## src/rtl/core/pdvm_pkg.sv

```systemverilog
// Package for the perspective divide and viewport mapping unit.
// Holds field widths, the near-plane threshold, register indexes and the divider stage type.
// Used by every other file of the block.
`timescale 1ns / 1ps

package pdvm_pkg;

    localparam int COORD_W   = 32;
    localparam int PIX_W     = 13;
    localparam int DEN_W     = 32;
    localparam int PROD_W    = PIX_W + DEN_W;
    localparam int CFG_IDX_W = 1;
    localparam int FRAC_BITS = 16;

    // Smallest raw w that satisfies 1000 * w >= 2^FRAC_BITS.
    localparam logic signed [COORD_W-1:0] W_MIN =
        COORD_W'(((64'd1 << FRAC_BITS) + 64'd999) / 64'd1000);

    localparam logic [CFG_IDX_W-1:0] REG_VIEWPORT_WIDTH  = 1'd0;
    localparam logic [CFG_IDX_W-1:0] REG_VIEWPORT_HEIGHT = 1'd1;

    localparam logic [PIX_W-1:0] WIDTH_RESET  = 13'd1024;
    localparam logic [PIX_W-1:0] HEIGHT_RESET = 13'd768;

    // Payload carried from one divider cell to the next.
    typedef struct packed {
        logic [PROD_W-1:0] rem_x;
        logic [PROD_W-1:0] rem_y;
        logic [DEN_W-1:0]  den;
        logic [PIX_W-1:0]  quo_x;
        logic [PIX_W-1:0]  quo_y;
    } div_stage_t;

endpackage

```

## src/rtl/core/pdvm_vertex_if.sv

```systemverilog
// Handshake channel that carries one homogeneous vertex item.
// Depends on pdvm_pkg for the coordinate width.
`timescale 1ns / 1ps

interface pdvm_vertex_if;
    logic                                  valid;
    logic                                  ready;
    logic signed [pdvm_pkg::COORD_W-1:0]   vx;
    logic signed [pdvm_pkg::COORD_W-1:0]   vy;
    logic signed [pdvm_pkg::COORD_W-1:0]   vz;
    logic signed [pdvm_pkg::COORD_W-1:0]   vw;

    modport source (output valid, output vx, output vy, output vz, output vw, input ready);
    modport sink   (input valid, input vx, input vy, input vz, input vw, output ready);
endinterface

```

## src/rtl/core/pdvm_front.sv

```systemverilog
// Front stage: near guard, clip test and scaling multiply, one registered stage.
// Depends on pdvm_pkg and pdvm_vertex_if.
`timescale 1ns / 1ps

module pdvm_front (
    input  logic                         clk,
    input  logic                         rst_n,
    pdvm_vertex_if.sink                  vtx,
    input  logic [pdvm_pkg::PIX_W-1:0]   width,
    input  logic [pdvm_pkg::PIX_W-1:0]   height,
    output logic                         out_valid,
    input  logic                         out_ready,
    output pdvm_pkg::div_stage_t         out_data
);
    import pdvm_pkg::*;

    logic                   valid_reg;
    logic                   valid_next;
    div_stage_t             data_reg;
    div_stage_t             data_next;
    logic signed [COORD_W:0] wx;
    logic signed [COORD_W:0] sum_x;
    logic signed [COORD_W:0] dif_x;
    logic signed [COORD_W:0] sum_y;
    logic signed [COORD_W:0] dif_y;
    logic signed [COORD_W:0] sum_z;
    logic signed [COORD_W:0] dif_z;
    logic                   pass;
    logic                   accept;

    // The clip test compares w+c and w-c against zero, so no division is needed.
    always_comb
    begin
        wx    = {vtx.vw[COORD_W-1], vtx.vw};
        sum_x = wx + {vtx.vx[COORD_W-1], vtx.vx};
        dif_x = wx - {vtx.vx[COORD_W-1], vtx.vx};
        sum_y = wx + {vtx.vy[COORD_W-1], vtx.vy};
        dif_y = wx - {vtx.vy[COORD_W-1], vtx.vy};
        sum_z = wx + {vtx.vz[COORD_W-1], vtx.vz};
        dif_z = wx - {vtx.vz[COORD_W-1], vtx.vz};
        pass  = (vtx.vw >= W_MIN) &&
                !sum_x[COORD_W] && !dif_x[COORD_W] &&
                !sum_y[COORD_W] && !dif_y[COORD_W] &&
                !sum_z[COORD_W] && !dif_z[COORD_W];
    end

    assign vtx.ready = !valid_reg || out_ready;
    assign accept    = vtx.valid && vtx.ready;

    always_comb
    begin
        valid_next = valid_reg;
        data_next  = data_reg;
        if (vtx.ready)
        begin
            // A rejected vertex is dropped here and leaves a bubble.
            valid_next = accept && pass;
        end
        if (accept)
        begin
            data_next.rem_x = PROD_W'(width)  * PROD_W'(sum_x[DEN_W-1:0]);
            data_next.rem_y = PROD_W'(height) * PROD_W'(dif_y[DEN_W-1:0]);
            data_next.den   = {vtx.vw[DEN_W-2:0], 1'b0};
            data_next.quo_x = '0;
            data_next.quo_y = '0;
        end
    end

    always_ff @(posedge clk or negedge rst_n)
    begin
        if (!rst_n)
        begin
            valid_reg <= 1'b0;
        end
        else
        begin
            valid_reg <= valid_next;
        end
    end

    always_ff @(posedge clk)
    begin
        data_reg <= data_next;
    end

    assign out_valid = valid_reg;
    assign out_data  = data_reg;

endmodule

```

## src/flat_wrapper.sv

```systemverilog
// flat-port wrapper written by rule: the top's interface ports become plain ports
module pdvm_front_flat import pdvm_pkg::*;
  (clk, rst_n, width, height, out_valid, out_ready, out_data, vtx_valid, vtx_vx, vtx_vy, vtx_vz, vtx_vw, vtx_ready);
  pdvm_vertex_if vtx_i ();
  input  logic clk;
  input  logic rst_n;
  input  logic [pdvm_pkg::PIX_W-1:0] width;
  input  logic [pdvm_pkg::PIX_W-1:0] height;
  output logic out_valid;
  input  logic out_ready;
  output pdvm_pkg::div_stage_t out_data;
  input wire logic [$bits(vtx_i.valid)-1:0] vtx_valid;
  input wire logic [$bits(vtx_i.vx)-1:0] vtx_vx;
  input wire logic [$bits(vtx_i.vy)-1:0] vtx_vy;
  input wire logic [$bits(vtx_i.vz)-1:0] vtx_vz;
  input wire logic [$bits(vtx_i.vw)-1:0] vtx_vw;
  output wire logic [$bits(vtx_i.ready)-1:0] vtx_ready;
  assign vtx_i.valid = vtx_valid;
  assign vtx_i.vx = vtx_vx;
  assign vtx_i.vy = vtx_vy;
  assign vtx_i.vz = vtx_vz;
  assign vtx_i.vw = vtx_vw;
  assign vtx_ready = vtx_i.ready;
  pdvm_front u_core (.clk(clk), .rst_n(rst_n), .vtx(vtx_i), .width(width), .height(height), .out_valid(out_valid), .out_ready(out_ready), .out_data(out_data));
endmodule
```

## config.mk

```make
export PLATFORM = sky130hd
export DESIGN_NAME = pdvm_front_flat
export DESIGN_NICKNAME = d
export VERILOG_FILES = /design/src/rtl/core/pdvm_pkg.sv /design/src/rtl/core/pdvm_vertex_if.sv /design/src/rtl/core/pdvm_front.sv /design/src/flat_wrapper.sv
export SDC_FILE = /design/constraint.sdc
export NUM_CORES = 2
export LEC_CHECK = 0
export BUFFER_PORTS_ARGS = -buffer_cell sky130_fd_sc_hd__buf_4
export CAP_MARGIN = 25
export CORE_ASPECT_RATIO = 0.7
export CORE_UTILIZATION = 45
export CTS_BUF_LIST = sky130_fd_sc_hd__clkbuf_8
export CTS_CLUSTER_SIZE = 20
export DETAILED_ROUTE_END_ITERATION = 8
export HOLD_SLACK_MARGIN = 0.06
export PLACE_DENSITY = 0.76
export SLEW_MARGIN = 20
export SYNTH_ARGS = -nofsm -noshare
export SYNTH_HDL_FRONTEND = slang
export SYNTH_SLANG_ARGS = --single-unit
```

## constraint.sdc

```tcl
create_clock -name clk -period 3.65 [get_ports clk]
set_input_delay 0.1825 -clock clk [delete_from_list [all_inputs] [get_ports clk]]
set_output_delay 0.1825 -clock clk [all_outputs]
set_load 0.05 [all_outputs]
```

==> flow_metrics.py <==
metrics = {
    "worst_setup_path": {
        "crit_top_cell": "fa_2",
        "path_max_fanout": 5,
        "slowest_stage": "fa_2",
        "required_ns": 4.01,
        "setup.worst_path.class": "primary input to flop",
        "cp.arrival_ns": 7.49,
        "r2r_slack_ns": 1.68,
        "cp-end-kind": "flop",
        "worstSetupStartpointType": "primary input",
        "cpPeakStageDelay_ns": 0.59,
    },
    "sta": {
        "tightest_slew_ns": 0.718,
        "fin_hold_ws_ns": 0.128,
        "finalSetupViolCount": 80,
        "period_share_pct": 195,
        "max_freq_mhz": 140,
        "finalClockSkew_ns": 0.0117,
        "slew_violations": 0,
        "fin_crit_ns": 7.12,
        "timing.slew.headroom_pct": 51.7,
        "finalHoldViolCount": 0,
        "postLayoutSetupSlackWorst_ns": -3.47,
        "rsz0062_at_grt": "yes",
    },
    "grt": {
        "grt_max_degree": 60,
        "grt.overflow.total": 0,
        "first_global_vias": 32525,
        "grt_pass1_wl_mm": 176,
        "antenna_found_initial": 18,
        "grt_use_total_pct": 28.0,
    },
    "logic_synthesis": {
        "synthCells": 4067,
        "ys_top_cells_by_area": "fa_1, ha_1, edfxtp_1",
        "postSynthRegisterBits": 122,
        "synth_ff_type": "edfxtp_1",
        "synth_edf_count": 121,
        "synth_top_area_cell": "fa_1",
        "ys_types": 82,
        "synth-seq-area-share_pct": 10.1,
        "synthArstFlopShare_pct": 0.820,
        "synth_warnings": 0,
        "syn_area_per_cell_um2": 8.87,
        "netlist_area_um2": 36100,
        "synth_top_cell_area_share_pct": 36.7,
    },
    "finish": {
        "final_cell_mix": "buf_4, inv_1, fa_1, nand2_1, ha_1",
        "seq_area_um2": 3660,
        "drive_gt1_share_pct": 33.1,
        "layout_commonest_cell": "buf_4",
        "fillers": 6408,
        "syn2layout_area_growth_pct": 37.5,
        "multiInputGateArea_um2": 31100,
        "nets": 6317,
    },
    "drt": {
        "drtAntennaViolNets": 0,
        "drc": 0,
        "drtPass1Iterations": 8,
        "vias": 31729,
        "dr.first_iter.drc_count": 2083,
        "routedWlPerCell_um": 18.2,
        "finalWirelength_mm": 113,
        "vias_per_cell": 5.11,
    },
    "placement": {
        "dp_hpwl_mm": 93.8,
        "io_buffers": 280,
        "routabilityCongestion": 0.933,
    },
    "floorplanning": {
        "start_util_pct": 45.7,
        "die-height_um": 239,
        "core-area_um2": 79000,
        "ios": 308,
        "die_w_um": 340,
        "std_cell_rows": 86,
        "dieArea_um2": 81300,
    },
    "run": {
        "max_cap_viol_count": 0,
    },
    "clocking": {
        "cts_buffers": 17,
        "cts_num_sinks": 122,
        "clk_latency_ns": 0.62,
        "clockBufferDepth": 2,
        "cts_tree": "yes",
        "clk_pin_slew_ns": 0.09,
        "cts_root_buffer": "clkbuf_8",
        "ctsHtreeMaxLevel": 4,
    },
    "outcome": {
        "failed_checks": "negative setup slack",
        "status": "complete, but fails checks",
    },
    "worst_hold_path": {
        "hp-class": "primary input to flop",
    },
}
## worst max-delay path: cells and delay by family
family          cells  cell delay [ns]
compound gates     12             2.32
buf+inv             8             0.75
xor+xnor            2             0.30
fa+ha+maj           8             3.43
simple gates        4             0.48
## state kept, by name, summed over array words and instances, names as in the netlist
register and cells:
u_core.out_data 121, u_core.out_valid 1
## metal layers
metal	vias to the layer above	GRT usage (%)	part of all wire, %	wire [µm]
li1	14581	-	-	-
met1	15851	41.0	46	51400
met2	1130	41.7	44	49200
met3	149	6.79	8.7	9820
met4	18	6.52	1.9	2150
met5	-	0	0.11	126
## layout make-up
type	instances	area share, %
inverter	871	6.64
sequential	122	7.38
clock buffer	17	0.472
antenna	8	0.0404
tap	1056	2.66
multi-input combinational	2902	62.8
clock inverter	15	0.401
timing repair buffer	1213	19.6
## per-stage QoR
| step | cell area [µm²] | setup WS (ns) | setup TNS (ns) | cells | util, % |
|---|---|---|---|---|---|
| detailed placement | 45700 | -4.30 | -267.32 | 6005 | 57.9 |
| finish | 49600 | -3.47 | -209.20 | 6204 | 62.8 |
| floorplan | 37400 | -3.35 | -196.35 | 4093 | - |
| global placement | 45700 | -4.19 | -259.66 | 6005 | 57.9 |
| global route | 49600 | -3.71 | -226.53 | 6198 | 62.8 |
| CTS | 48400 | -3.35 | -195.46 | 6151 | 61.2 |
## logic make-up after synthesis
family | count (synthesis) | synth area share, %
and+or+nand+nor | 1222 | 16.4
buffers and inverters | 1069 | 11.5
adders and majority gates | 1032 | 49.6
AOI/OAI and AO/OA | 479 | 8.81
xor gates and xnor gates | 127 | 3.08
DFF | 122 | 10.1
muxes | 15 | 0.441
other | 1 | 0.0104
## cells in the mapped netlist (9+ instances only)
cell	number
nor2b_1	52
a211oi_1	10
nor4_1	22
buf_4	28
o31ai_1	13
o21a_1	22
edfxtp_1	121
buf_2	9
nand2b_1	39
a31oi_1	15
nand4_1	23
a21o_1	63
nor2_1	114
and2_1	298
nand2_1	567
o21bai_1	32
xor2_1	35
nor3_1	39
a21oi_1	159
o211ai_1	12
nand3b_1	10
xnor2_1	92
clkbuf_1	158
inv_1	871
ha_1	370
nand3_1	20
o21ai_0	67
fa_1	662
a2111oi_0	13
## timing repair
item                                   4_1_cts  5_1_grt
buffers inserted                            95       57
endpoints found under the hold margin       29        0
pin swaps                                  273      238
setup endpoints to repair                   80       81
gates resized for setup                    269      202
hold buffers                                30        0
cloned                                       2        0
## worst paths after layout
check,start,to,cells past startpoint
max,vtx_vw[0],u_core.out_data[142],34
min,vtx_vw[23],u_core.out_data[50],3
max reg2reg,u_core.out_valid,u_core.out_valid,6
min reg2reg,u_core.out_valid,u_core.out_valid,3
max in group asynchronous,rst_n,u_core.out_valid,3
min in group asynchronous,rst_n,u_core.out_valid,3
Power is not shown: default switching activity piles up to over one toggle a cycle in this logic, so the estimate is an artifact.
