`src/rtl/core/pdvm_pkg.sv`:
```
// Package for the perspective divide and viewport mapping unit.
// Holds field widths, the near-plane threshold, register indexes and the divider stage type.
// Used by every other file of the block.
`timescale 1ns / 1ps

package pdvm_pkg;

    localparam int COORD_W   = 32;
    localparam int PIX_W     = 13;
    localparam int DEN_W     = 32;
    localparam int PROD_W    = PIX_W + DEN_W;
    localparam int CFG_IDX_W = 1;
    localparam int FRAC_BITS = 16;

    // Smallest raw w that satisfies 1000 * w >= 2^FRAC_BITS.
    localparam logic signed [COORD_W-1:0] W_MIN =
        COORD_W'(((64'd1 << FRAC_BITS) + 64'd999) / 64'd1000);

    localparam logic [CFG_IDX_W-1:0] REG_VIEWPORT_WIDTH  = 1'd0;
    localparam logic [CFG_IDX_W-1:0] REG_VIEWPORT_HEIGHT = 1'd1;

    localparam logic [PIX_W-1:0] WIDTH_RESET  = 13'd1024;
    localparam logic [PIX_W-1:0] HEIGHT_RESET = 13'd768;

    // Payload carried from one divider cell to the next.
    typedef struct packed {
        logic [PROD_W-1:0] rem_x;
        logic [PROD_W-1:0] rem_y;
        logic [DEN_W-1:0]  den;
        logic [PIX_W-1:0]  quo_x;
        logic [PIX_W-1:0]  quo_y;
    } div_stage_t;

endpackage

```
`src/rtl/core/pdvm_div_cell.sv`:
```
// One divider cell: settles one quotient bit for both axes and hands the rest on.
// Depends on pdvm_pkg for the stage payload type.
`timescale 1ns / 1ps

module pdvm_div_cell #(
    parameter int SHIFT = 0
) (
    input  logic                   clk,
    input  logic                   rst_n,
    input  logic                   in_valid,
    output logic                   in_ready,
    input  pdvm_pkg::div_stage_t   in_data,
    output logic                   out_valid,
    input  logic                   out_ready,
    output pdvm_pkg::div_stage_t   out_data
);
    import pdvm_pkg::*;

    logic              valid_reg;
    logic              valid_next;
    div_stage_t        data_reg;
    div_stage_t        data_next;
    logic [PROD_W-1:0] den_sh;
    logic [PROD_W:0]   diff_x;
    logic [PROD_W:0]   diff_y;

    // Remainder is always below den << (SHIFT + 1), so one compare per bit suffices.
    always_comb
    begin
        den_sh = PROD_W'(in_data.den) << SHIFT;
        diff_x = {1'b0, in_data.rem_x} - {1'b0, den_sh};
        diff_y = {1'b0, in_data.rem_y} - {1'b0, den_sh};
    end

    assign in_ready = !valid_reg || out_ready;

    always_comb
    begin
        valid_next = valid_reg;
        data_next  = data_reg;
        if (in_ready)
        begin
            valid_next = in_valid;
        end
        if (in_valid && in_ready)
        begin
            data_next       = in_data;
            if (!diff_x[PROD_W])
            begin
                data_next.rem_x        = diff_x[PROD_W-1:0];
                data_next.quo_x[SHIFT] = 1'b1;
            end
            if (!diff_y[PROD_W])
            begin
                data_next.rem_y        = diff_y[PROD_W-1:0];
                data_next.quo_y[SHIFT] = 1'b1;
            end
        end
    end

    always_ff @(posedge clk or negedge rst_n)
    begin
        if (!rst_n)
        begin
            valid_reg <= 1'b0;
        end
        else
        begin
            valid_reg <= valid_next;
        end
    end

    always_ff @(posedge clk)
    begin
        data_reg <= data_next;
    end

    assign out_valid = valid_reg;
    assign out_data  = data_reg;

endmodule

```
`config.mk`:
```
export PLATFORM = sky130hd
export DESIGN_NAME = pdvm_div_cell
export DESIGN_NICKNAME = d
export VERILOG_FILES = /design/src/rtl/core/pdvm_pkg.sv /design/src/rtl/core/pdvm_div_cell.sv
export SDC_FILE = /design/constraint.sdc
export NUM_CORES = 1
export LEC_CHECK = 0
export BUFFER_PORTS_ARGS = -buffer_cell sky130_fd_sc_hd__buf_2
export CAP_MARGIN = 20
export CORE_ASPECT_RATIO = 0.6
export CORE_MARGIN = 4
export CORE_UTILIZATION = 40
export CTS_BUF_LIST = sky130_fd_sc_hd__clkbuf_8
export CTS_CLUSTER_SIZE = 14
export DETAILED_ROUTE_END_ITERATION = 10
export PLACE_DENSITY = 0.71
export SYNTH_ARGS = -nofsm -noshare
export SYNTH_HDL_FRONTEND = slang
export SYNTH_SLANG_ARGS = --single-unit
```
`constraint.sdc`:
```
create_clock -name clk -period 4.91 [get_ports clk]
set_clock_uncertainty 0.15 [all_clocks]
set_input_delay 0.2455 -clock clk [delete_from_list [all_inputs] [get_ports clk]]
set_output_delay 0.2455 -clock clk [all_outputs]
set_load 0.005 [all_outputs]
```
==> results.yml, run 1 <==
status:
  status: "completed"
sta:
  finalSetupTns_ns: 0
  period_minus_slack_ns: 3.83
  slew_viol_final: 0
  rsz0062_at_grt: "no"
  whs_ns: 0.0138
  hold_viol: 0
  setup-violations-final: 0
  period_share_pct: 78.1
  slew_headroom_pct: 37.1
  worstMarginPinSlew_ns: 0.943
  final.setup.worst_slack_ns: 1.08
  fmax_mhz: 261
yosys:
  synth_warnings: 0
  yosys_most_used_dff: "edfxtp_1"
  synth_top_area_share_pct: 46.4
  syn_area_sq_um: 9580
  ys_seq_area_share_pct: 46.6
  synth.most_common_cell: "edfxtp_1"
  syn_area_per_cell_sq_um: 9.96
  synthArstFlopShare_pct: 0.671
  synth_edf_count: 148
  yosys.area.top_type: "edfxtp_1"
  ys_types: 56
  ys_seq_elements: 149
  synth_common_cells: "148 x edfxtp_1, 103 x a21oi_1, 91 x nand2_1"
  syn_inst: 962
  syn-num-nets: 1180
  synth_area_leaders: "edfxtp_1 46%, ha_1 8.4%, a21oi_1 5.4%"
floorplanning:
  ioPinCount: 302
  core-area_sq_um: 23300
  fp-row-count: 43
  start_util_pct: 41.0
  die_w_um: 208
  die_y_um: 128
  die_area_sq_um: 26600
min_path:
  hold_start: "in_data[109]"
  hp-class: "in2reg"
  min_to: "out_data[109]$_DFFE_PP_"
  whs_path_depth: 3
power_and_ir_drop:
  leakagePower_nw: 5.56
  ir_worst_vdd_mv: 0.168
  finalPower_mw: 3.61
  powerDensity_nw_per_um2: 272
clocking:
  cts_setup_buffers: 0
  post_cts_resized: 0
  clkSinkCount: 149
  cts_tree: "yes"
  clock_path_buffers: 2
  h-tree-depth: 4
  cts_made_buffers: 17
  hold_buffers: 147
  insertion_delay_ns: 0.46
  cts_root_buffer: "clkbuf_8"
  cts.clk_slew.worst_paths_ns: 0.08
global_routing:
  grt_usage_pct: 23.1
  grt_start_max_net_pins: 79
  antenna_found_initial: 1
  grt_pass1_wl_mm: 48.4
  overflow: 0
  grt_pass1_vias: 8855
finish:
  fin_area_sq_um: 13300
  final_cells: 1724
  syn_to_final_growth_pct: 38.5
  post-route-util_pct: 56.8
  nets: 1611
  drive_above_1_share_pct: 25.1
placement:
  dp_hpwl_mm: 23.7
  place.port_buffers: 301
  placed_area_sq_um: 11300
  routabilityCongestion: 0.889
  place_inst: 1541
  place_ws_ns: 1.08
worst_setup_path:
  cp-start-kind: "input port"
  rr_startpoint: "out_valid$_DFFE_PN0N_"
  reg2reg_to: "out_data[129]$_DFFE_PP_"
  crit_required_ns: 4.99
  r2r_cells: 3
  crit_start: "in_data[142]"
  end_kind: "flip-flop"
  cp.arrival_ns: 3.91
  path_class: "in2reg"
  worst_path_largest_cell_delay_ns: 0.54
  rrSetupSlack_ns: 2.63
  crit_top_cell: "or3_4"
  critPathMaxFanout: 34
  slowest_stage: "dlygate4sd3_1"
  critical_path.cell_chain: "dlygate4sd3_1, buf_2, or3_1, or2_1, or4_1, or3_4, or3_4, or2_2, buf_12, mux2_4"
route:
  routed_via_density: 5.29
  first_iter_violations: 712
  wire_per_inst_um: 18.4
  drc: 0
  drtAntennaViolNets: 0
  routed_wl_mm: 31.6
  vias: 9121
  drt_pre_antenna_iters: 7
run:
  max_cap_violations: 0
[per-layer routing]
metal  up-vias  wire (um)  track usage (%)
met2       376      13800             34.6
li1       4442          -                -
met4         0        475             5.13
met5         -          0                0
met1      4272      14800             33.8
met3        31       2560             5.97
[how the worst max path moves through the flow]
stage                                           end  slack (ns)
after global placement      out_data[120]$_DFFE_PP_        1.14
after floorplan           out_data[0]$_SDFFCE_PN1P_        0.32
after global routing        out_data[115]$_DFFE_PP_        1.01
after CTS                   out_data[110]$_DFFE_PP_        1.05
after detailed placement    out_data[120]$_DFFE_PP_        1.08
final                       out_data[115]$_DFFE_PP_        1.08
[cell type report]
class | count | area [sq um]
inverter | 49 | 184
clock inverter | 15 | 191
sequential | 149 | 4470
fill | 2094 | 10100
timing repair buffer | 452 | 3030
antenna | 3 | 7.51
multi-input combinational | 724 | 4760
clock buffer | 17 | 234
tap | 315 | 394
[sequential cells by signal, summed over array words and instances, names as in the netlist]
signal and flops:
out_data 148, out_valid 1
[cell usage in the layout (no fill, tap or decap), types with 22 or more instances in the layout]
cell / count
edfxtp_1: 148
o21ai_0: 69
inv_1: 53
xor2_1: 39
xnor2_1: 40
nand4_1: 24
buf_2: 301
nor2_1: 71
a21oi_1: 103
dlygate4sd3_1: 147
ha_1: 64
nor3_1: 22
nand2_1: 91
[cells by family (layout without fill, tap and decap cells)]
kind of cell / after synthesis / count (layout) / synth area share (%)
AND/OR/NAND/NOR: 290 / 290 / 14.6
AO/OA/AOI/OAI: 282 / 282 / 17.9
flip-flops: 149 / 149 / 46.6
buffers and inverters: 89 / 533 / 3.80
XOR/XNOR: 79 / 79 / 7.22
adder cells (fa/ha/maj): 66 / 66 / 8.77
multiplexers: 7 / 7 / 1.02
other: 0 / 3 / 0
[where the power goes]
| part | switching [mW] | internal [mW] |
|---|---|---|
| clock network | 0.509 | 0.550 |
| logic | 0.537 | 0.447 |
| registers | 0.0242 | 1.54 |
[worst max-delay path: cells and delay by family]
family | cells | cell delay, ns
buffers and inverters | 3 | 0.95
AND/OR/NAND/NOR | 6 | 2.39
multiplexers | 1 | 0.30
Note: power is estimated with default switching activity, not from simulation.
==> run 2: changes to the inputs <==
Settings changed: ABC_AREA set to 1, PLACE_DENSITY 0.71 to 0.69.
Clock period 4.91 ns to 3.8 ns, I/O delays scaled along.
==> run 2 against run 1 <==
Against the previous run: sequential share of layout area decreased by 5.9 points; area after synthesis increased by 28%; core utilization decreased by 3.2 points; die area increased by 26%; combinational power increased by 65%; setup slack got worse by 0.20 ns; critical path depth increased by 3; routed wire length increased by 60%; hold slack improved by 0.016 ns; cell area increased by 21%; via count increased by 44%; highest routed layer unchanged.
==> results.yml, run 2 <==
status:
  status: "completed"
floorplanning:
  core-area_sq_um: 30000
  die_y_um: 144
  start_util_pct: 40.8
  fp-row-count: 49
  ioPinCount: 302
  die_area_sq_um: 33600
  die_w_um: 234
yosys:
  yosys_most_used_dff: "edfxtp_1"
  ys_types: 32
  synthArstFlopShare_pct: 0.671
  ys_seq_area_share_pct: 36.5
  synth_area_leaders: "edfxtp_1 36%, nand2_1 22%, inv_1 11%"
  syn-num-nets: 2030
  synth_top_area_share_pct: 36.3
  syn_area_sq_um: 12200
  yosys.area.top_type: "edfxtp_1"
  synth.most_common_cell: "nand2_1"
  syn_inst: 1812
  synth_warnings: 0
  synth_common_cells: "730 x nand2_1, 370 x inv_1, 149 x nor2_1"
  synth_edf_count: 148
  ys_seq_elements: 149
  syn_area_per_cell_sq_um: 6.76
sta:
  rsz0062_at_grt: "no"
  period_minus_slack_ns: 2.92
  fmax_mhz: 342
  period_share_pct: 77.0
  hold_viol: 0
  finalSetupTns_ns: 0
  slew_viol_final: 0
  worstMarginPinSlew_ns: 0.605
  setup-violations-final: 0
  slew_headroom_pct: 59.4
worst_setup_path:
  cp_num_buf_inv: 3
  slowest_stage: "dlygate4sd3_1"
  cp.arrival_ns: 3.03
  critPathCapture: "out_data[0]$_SDFFCE_PN1P_"
  critPathMaxFanout: 18
  worst_path_largest_cell_delay_ns: 0.53
  end_kind: "flip-flop"
  rrSetupSlack_ns: 1.94
  crit_top_cell: "nand2_1"
  reg2reg_to: "out_data[108]$_DFFE_PP_"
  crit_start: "in_data[28]"
  cp-start-kind: "input port"
  cp.depth: 13
  critical_path.cell_chain: "dlygate4sd3_1, buf_2, inv_1, ha_1, nand2_1, nand2_1, nand2_1, nand3_2, nand3_1, nand2_1, nand2_1, nand3_2, or2_2"
  r2r_cells: 2
  crit_required_ns: 3.91
  cp_top_family: "simple AND/OR/NAND/NOR gates"
  path_class: "in2reg"
  rr_startpoint: "out_valid$_DFFE_PN0N_"
clocking:
  cts_tree: "yes"
  cts.clk_slew.worst_paths_ns: 0.08
  hold_buffers: 150
  cts_made_buffers: 17
  cts_root_buffer: "clkbuf_8"
  clkSinkCount: 149
  clock_path_buffers: 2
  cts_setup_buffers: 0
  insertion_delay_ns: 0.50
  h-tree-depth: 4
  post_cts_resized: 0
finish:
  insertedDiodeCount: 0
  drive_above_1_share_pct: 18.0
  final_cell_mix: "730 x nand2_1, 372 x inv_1, 301 x buf_2, 150 x dlygate4sd3_1, 149 x nor2_1"
  syn_to_final_growth_pct: 31.5
  register_area_sq_um: 4470
  final_common_cell: "nand2_1"
  n_fill_cell: 2959
  fin_area_sq_um: 16100
  multi_input_area_sq_um: 6220
  largest_reg_flops: 148
  nets: 2494
global_routing:
  grt_usage_pct: 29.4
  overflow: 0
  grt_start_max_net_pins: 57
  grt_pass1_wl_mm: 73.4
  antenna_found_initial: 0
  grt_pass1_vias: 12100
route:
  drtAntennaViolNets: 0
  vias: 13100
  first_iter_violations: 1372
  routed_via_density: 4.87
  drc: 0
  drt_pre_antenna_iters: 6
  wire_per_inst_um: 18.7
  routed_wl_mm: 50.5
power_and_ir_drop:
  leakagePower_nw: 8.37
  ir_worst_vdd_mv: 0.313
  powerDensity_nw_per_um2: 310
placement:
  dp_hpwl_mm: 40.5
  routabilityCongestion: 1.04
  place.port_buffers: 301
  placed_area_sq_um: 14200
run:
  max_cap_violations: 0
min_path:
  hp-class: "in2reg"
## run 2: worst register-to-register path: stages, from the launching register on
cell     delay [ns]
dfrtp_1        0.43
a21oi_4        0.53
buf_12         0.39
## run 2: area by class of cell
cell class                      instances  share of cell area [%]
Clock buffer                           17                    1.45
Clock inverter                         15                   0.971
Inverter                              378                    8.82
Multi-Input combinational cell       1271                    38.6
Sequential cell                       149                    27.7
Tap cell                              408                    3.17
Timing Repair Buffer                  459                    19.2
## run 2: per-layer routing
layer	routed length [um]	share of wire (%)	GRT usage [%]	vias up
li1	-	-	-	6504
met1	24100	48	43.9	5933
met2	19900	39	41.6	656
met3	5690	11	8.97	49
met4	891	1.8	6.46	0
met5	0	0	0	-
## run 2: logic make-up after synthesis
| logic type | share of synthesized area, % |
|---|---|
| DFF | 36.5 |
| xor gates and xnor gates | 3.22 |
| buffers and inverters | 12.8 |
| AOI/OAI and AO/OA | 5.41 |
| and+or+nand+nor | 35.2 |
| adders and majority gates | 6.86 |
## run 2: power breakdown
group / internal, mW / switching (mW) / total (mW) / leakage [nW]
Clock: 0.589 / 0.738 / 1.33 / 0.203
Sequential: 1.99 / 0.0487 / 2.04 / 1.41
Combinational: 0.610 / 1.01 / 1.62 / 6.76
Total: 3.19 / 1.80 / 4.99 / 8.37
## run 2: through the flow
step,setup WS (ns),hold WS [ns],power (mW),utilization (%),std cells
6_report,0.875,0.0294,4.99,53.6,2697
5_1_grt,0.769,0.0334,5.25,53.6,2697
4_1_cts,0.949,0.00796,4.97,53.6,2697
3_5_place_dp,0.935,-0.183,3.53,47.3,2515
3_3_place_gp,0.974,-0.185,3.53,47.3,2515
2_1_floorplan,0.341,-0.256,2.93,-,1812
## run 2: how the worst min path moves through the flow
| stage | startpoint | end | slack (ns) | cells after the start |
|---|---|---|---|---|
| 2_1_floorplan | rst_n | out_valid$_DFFE_PN0N_ | -0.26 | 0 |
| 3_3_place_gp | rst_n | out_valid$_DFFE_PN0N_ | -0.18 | 1 |
| 3_5_place_dp | rst_n | out_valid$_DFFE_PN0N_ | -0.18 | 1 |
| 4_1_cts | in_data[90] | out_data[90]$_DFFE_PP_ | 0.008 | 5 |
| 5_1_grt | in_data[90] | out_data[90]$_DFFE_PP_ | 0.03 | 5 |
| 6_report | in_data[90] | out_data[90]$_DFFE_PP_ | 0.03 | 5 |
==> run 3: changes to the inputs <==
Settings changed: ABC_AREA 1 to 0, PLACE_DENSITY 0.69 to 0.74.
Clock period 3.8 ns to 2.4 ns, I/O delays scaled along.
==> run 3 against run 2 <==
Against the previous run: the run now ends with setup timing left; setup slack worse by 1.2 ns; core utilization up 17 points; die area down 21%; combinational power up 74%; cell count down 25%; routed wire length down 24%; first-iteration DRC count down 42%; critical path type unchanged; critical endpoint is now out_data[107]$_DFFE_PP_; highest routed layer is now met5.
==> results.yml, run 3 (synthesis results as in run 1) <==
status:
  status: "complete, but fails checks"
  violations: "setup timing"
power_and_ir_drop:
  p_int_mw: 5.54
  pwr-share-seq_pct: 39.9
  ir_worst_vdd_mv: 0.351
  leakagePower_nw: 7.16
  powerDensity_nw_per_um2: 486
  sw_frac_of_total_pct: 31.3
  finalPower_mw: 8.07
  clockPowerShare_pct: 25.2
  p_comb_share_pct: 35.0
  switching_power_mw: 2.53
worst_setup_path:
  end_kind: "flip-flop"
  rr_startpoint: "out_valid$_DFFE_PN0N_"
  path_class: "in2reg"
  critPathMaxFanout: 6
  crit_start: "in_data[140]"
  cp.arrival_ns: 2.77
  cp-start-kind: "input port"
  r2r_cells: 3
  crit_required_ns: 2.49
floorplanning:
  die_y_um: 128
  die_w_um: 208
  core-area_sq_um: 23300
  die_area_sq_um: 26600
  start_util_pct: 41.0
  fp-row-count: 43
  ioPinCount: 302
route:
  drc: 0
  wire_per_inst_um: 18.9
  drt_pre_antenna_iters: 5
  first_iter_violations: 797
  routed_wl_mm: 38.2
  vias: 10700
  drtAntennaViolNets: 0
  routed_via_density: 5.27
clocking:
  insertion_delay_ns: 0.47
  clock_path_buffers: 2
  cts.clk_slew.worst_paths_ns: 0.09
  clkSinkCount: 149
  h-tree-depth: 4
  cts_tree: "yes"
  cts_root_buffer: "clkbuf_8"
  cts_made_buffers: 17
global_routing:
  grt_usage_pct: 27.1
  grt_pass1_wl_mm: 57.1
  antenna_found_initial: 2
  grt_start_max_net_pins: 54
  overflow: 0
  grt_pass1_vias: 10500
sta:
  hold_viol: 0
  rsz0062_at_grt: "yes"
  period_minus_slack_ns: 2.69
  period_share_pct: 112
  worstMarginPinSlew_ns: 0.697
  slew_headroom_pct: 53.0
  setup-violations-final: 44
  whs_ns: 0.0355
  fmax_mhz: 372
  final.setup.worst_slack_ns: -0.287
  slew_viol_final: 0
finish:
  fin_area_sq_um: 16600
  final_cells: 2024
  nets: 1914
  largest_reg_flops: 148
  syn_to_final_growth_pct: 73.1
  n_fill_cell: 1662
  drive_above_1_share_pct: 45.4
  final_common_cell: "buf_2"
  final_cell_mix: "300 x buf_2, 276 x buf_4, 154 x dlygate4sd3_1, 148 x edfxtp_1, 87 x nand2_1"
  insertedDiodeCount: 0
min_path:
  hp-class: "in2reg"
  hold_start: "in_data[58]"
  whs_path_depth: 4
run:
  max_cap_violations: 0
placement:
  place_inst: 1820
  routabilityCongestion: 0.920
  dp_hpwl_mm: 26.9
  place.port_buffers: 301
  placed_area_sq_um: 13800
## run 3: power by group through the flow
stage,clock network (mW),logic (mW),registers [mW]
floorplan,0,1.15,3.30
global placement,0,2.35,3.27
detailed placement,0,2.40,3.27
CTS,2.05,2.63,3.21
global route,2.17,3.05,3.23
finish,2.03,2.82,3.22
## run 3: layout make-up
type	count	area, sq um	share of cell area, %
Tap cell	315	394	2.38
Clock inverter	15	154	0.928
Inverter	49	210	1.27
Multi-Input combinational cell	724	5570	33.6
Timing Repair Buffer	755	5560	33.5
Sequential cell	149	4470	26.9
Clock buffer	17	234	1.41
## run 3: what timing repair did
item	CTS	global route
resized for setup	44	103
gates cloned	3	0
pin swaps	7	31
buffers inserted	6	10
endpoints found under the setup margin	53	80
hold buffers	151	3
hold endpoints to repair	160	2
## run 3: metrics by stage
step / worst slack [ns] / util (%) / TNS [ns]
after floorplan: -0.680 / - / -23.16
after global placement: -0.803 / 59.1 / -51.63
after detailed placement: -0.885 / 59.1 / -57.12
after CTS: -0.274 / 68.5 / -6.81
after global routing: -0.292 / 71.0 / -9.09
final: -0.287 / 71.0 / -8.61
## run 3: critical path, stage by stage
cell,delay (ns)
buf_6,0.09
or3_4,0.38
or2_1,0.23
or4_4,0.42
or3_4,0.34
or3_4,0.34
or2_4,0.30
buf_12,0.15
buf_16,0.13
mux2_2,0.26
## run 3: path summary, 6_finish.rpt
kind	slack [ns]	to
max reg2reg	0.75	out_data[86]$_DFFE_PP_
max	-0.29	out_data[107]$_DFFE_PP_
max in group asynchronous	1.68	out_valid$_DFFE_PN0N_
min in group asynchronous	0.32	out_valid$_DFFE_PN0N_
min	0.04	out_data[58]$_DFFE_PP_
min reg2reg	0.76	out_data[41]$_DFFE_PP_
## run 3: per-layer routing
layer | GRT usage [%] | vias to the layer above | share of wire, % | wire length, um
li1 | - | 5034 | - | -
met1 | 38.6 | 5061 | 45 | 17100
met2 | 43.2 | 488 | 45 | 17400
met3 | 5.55 | 76 | 7.8 | 2980
met4 | 6.18 | 2 | 2.2 | 840
met5 | 0 | - | 0.031 | 12
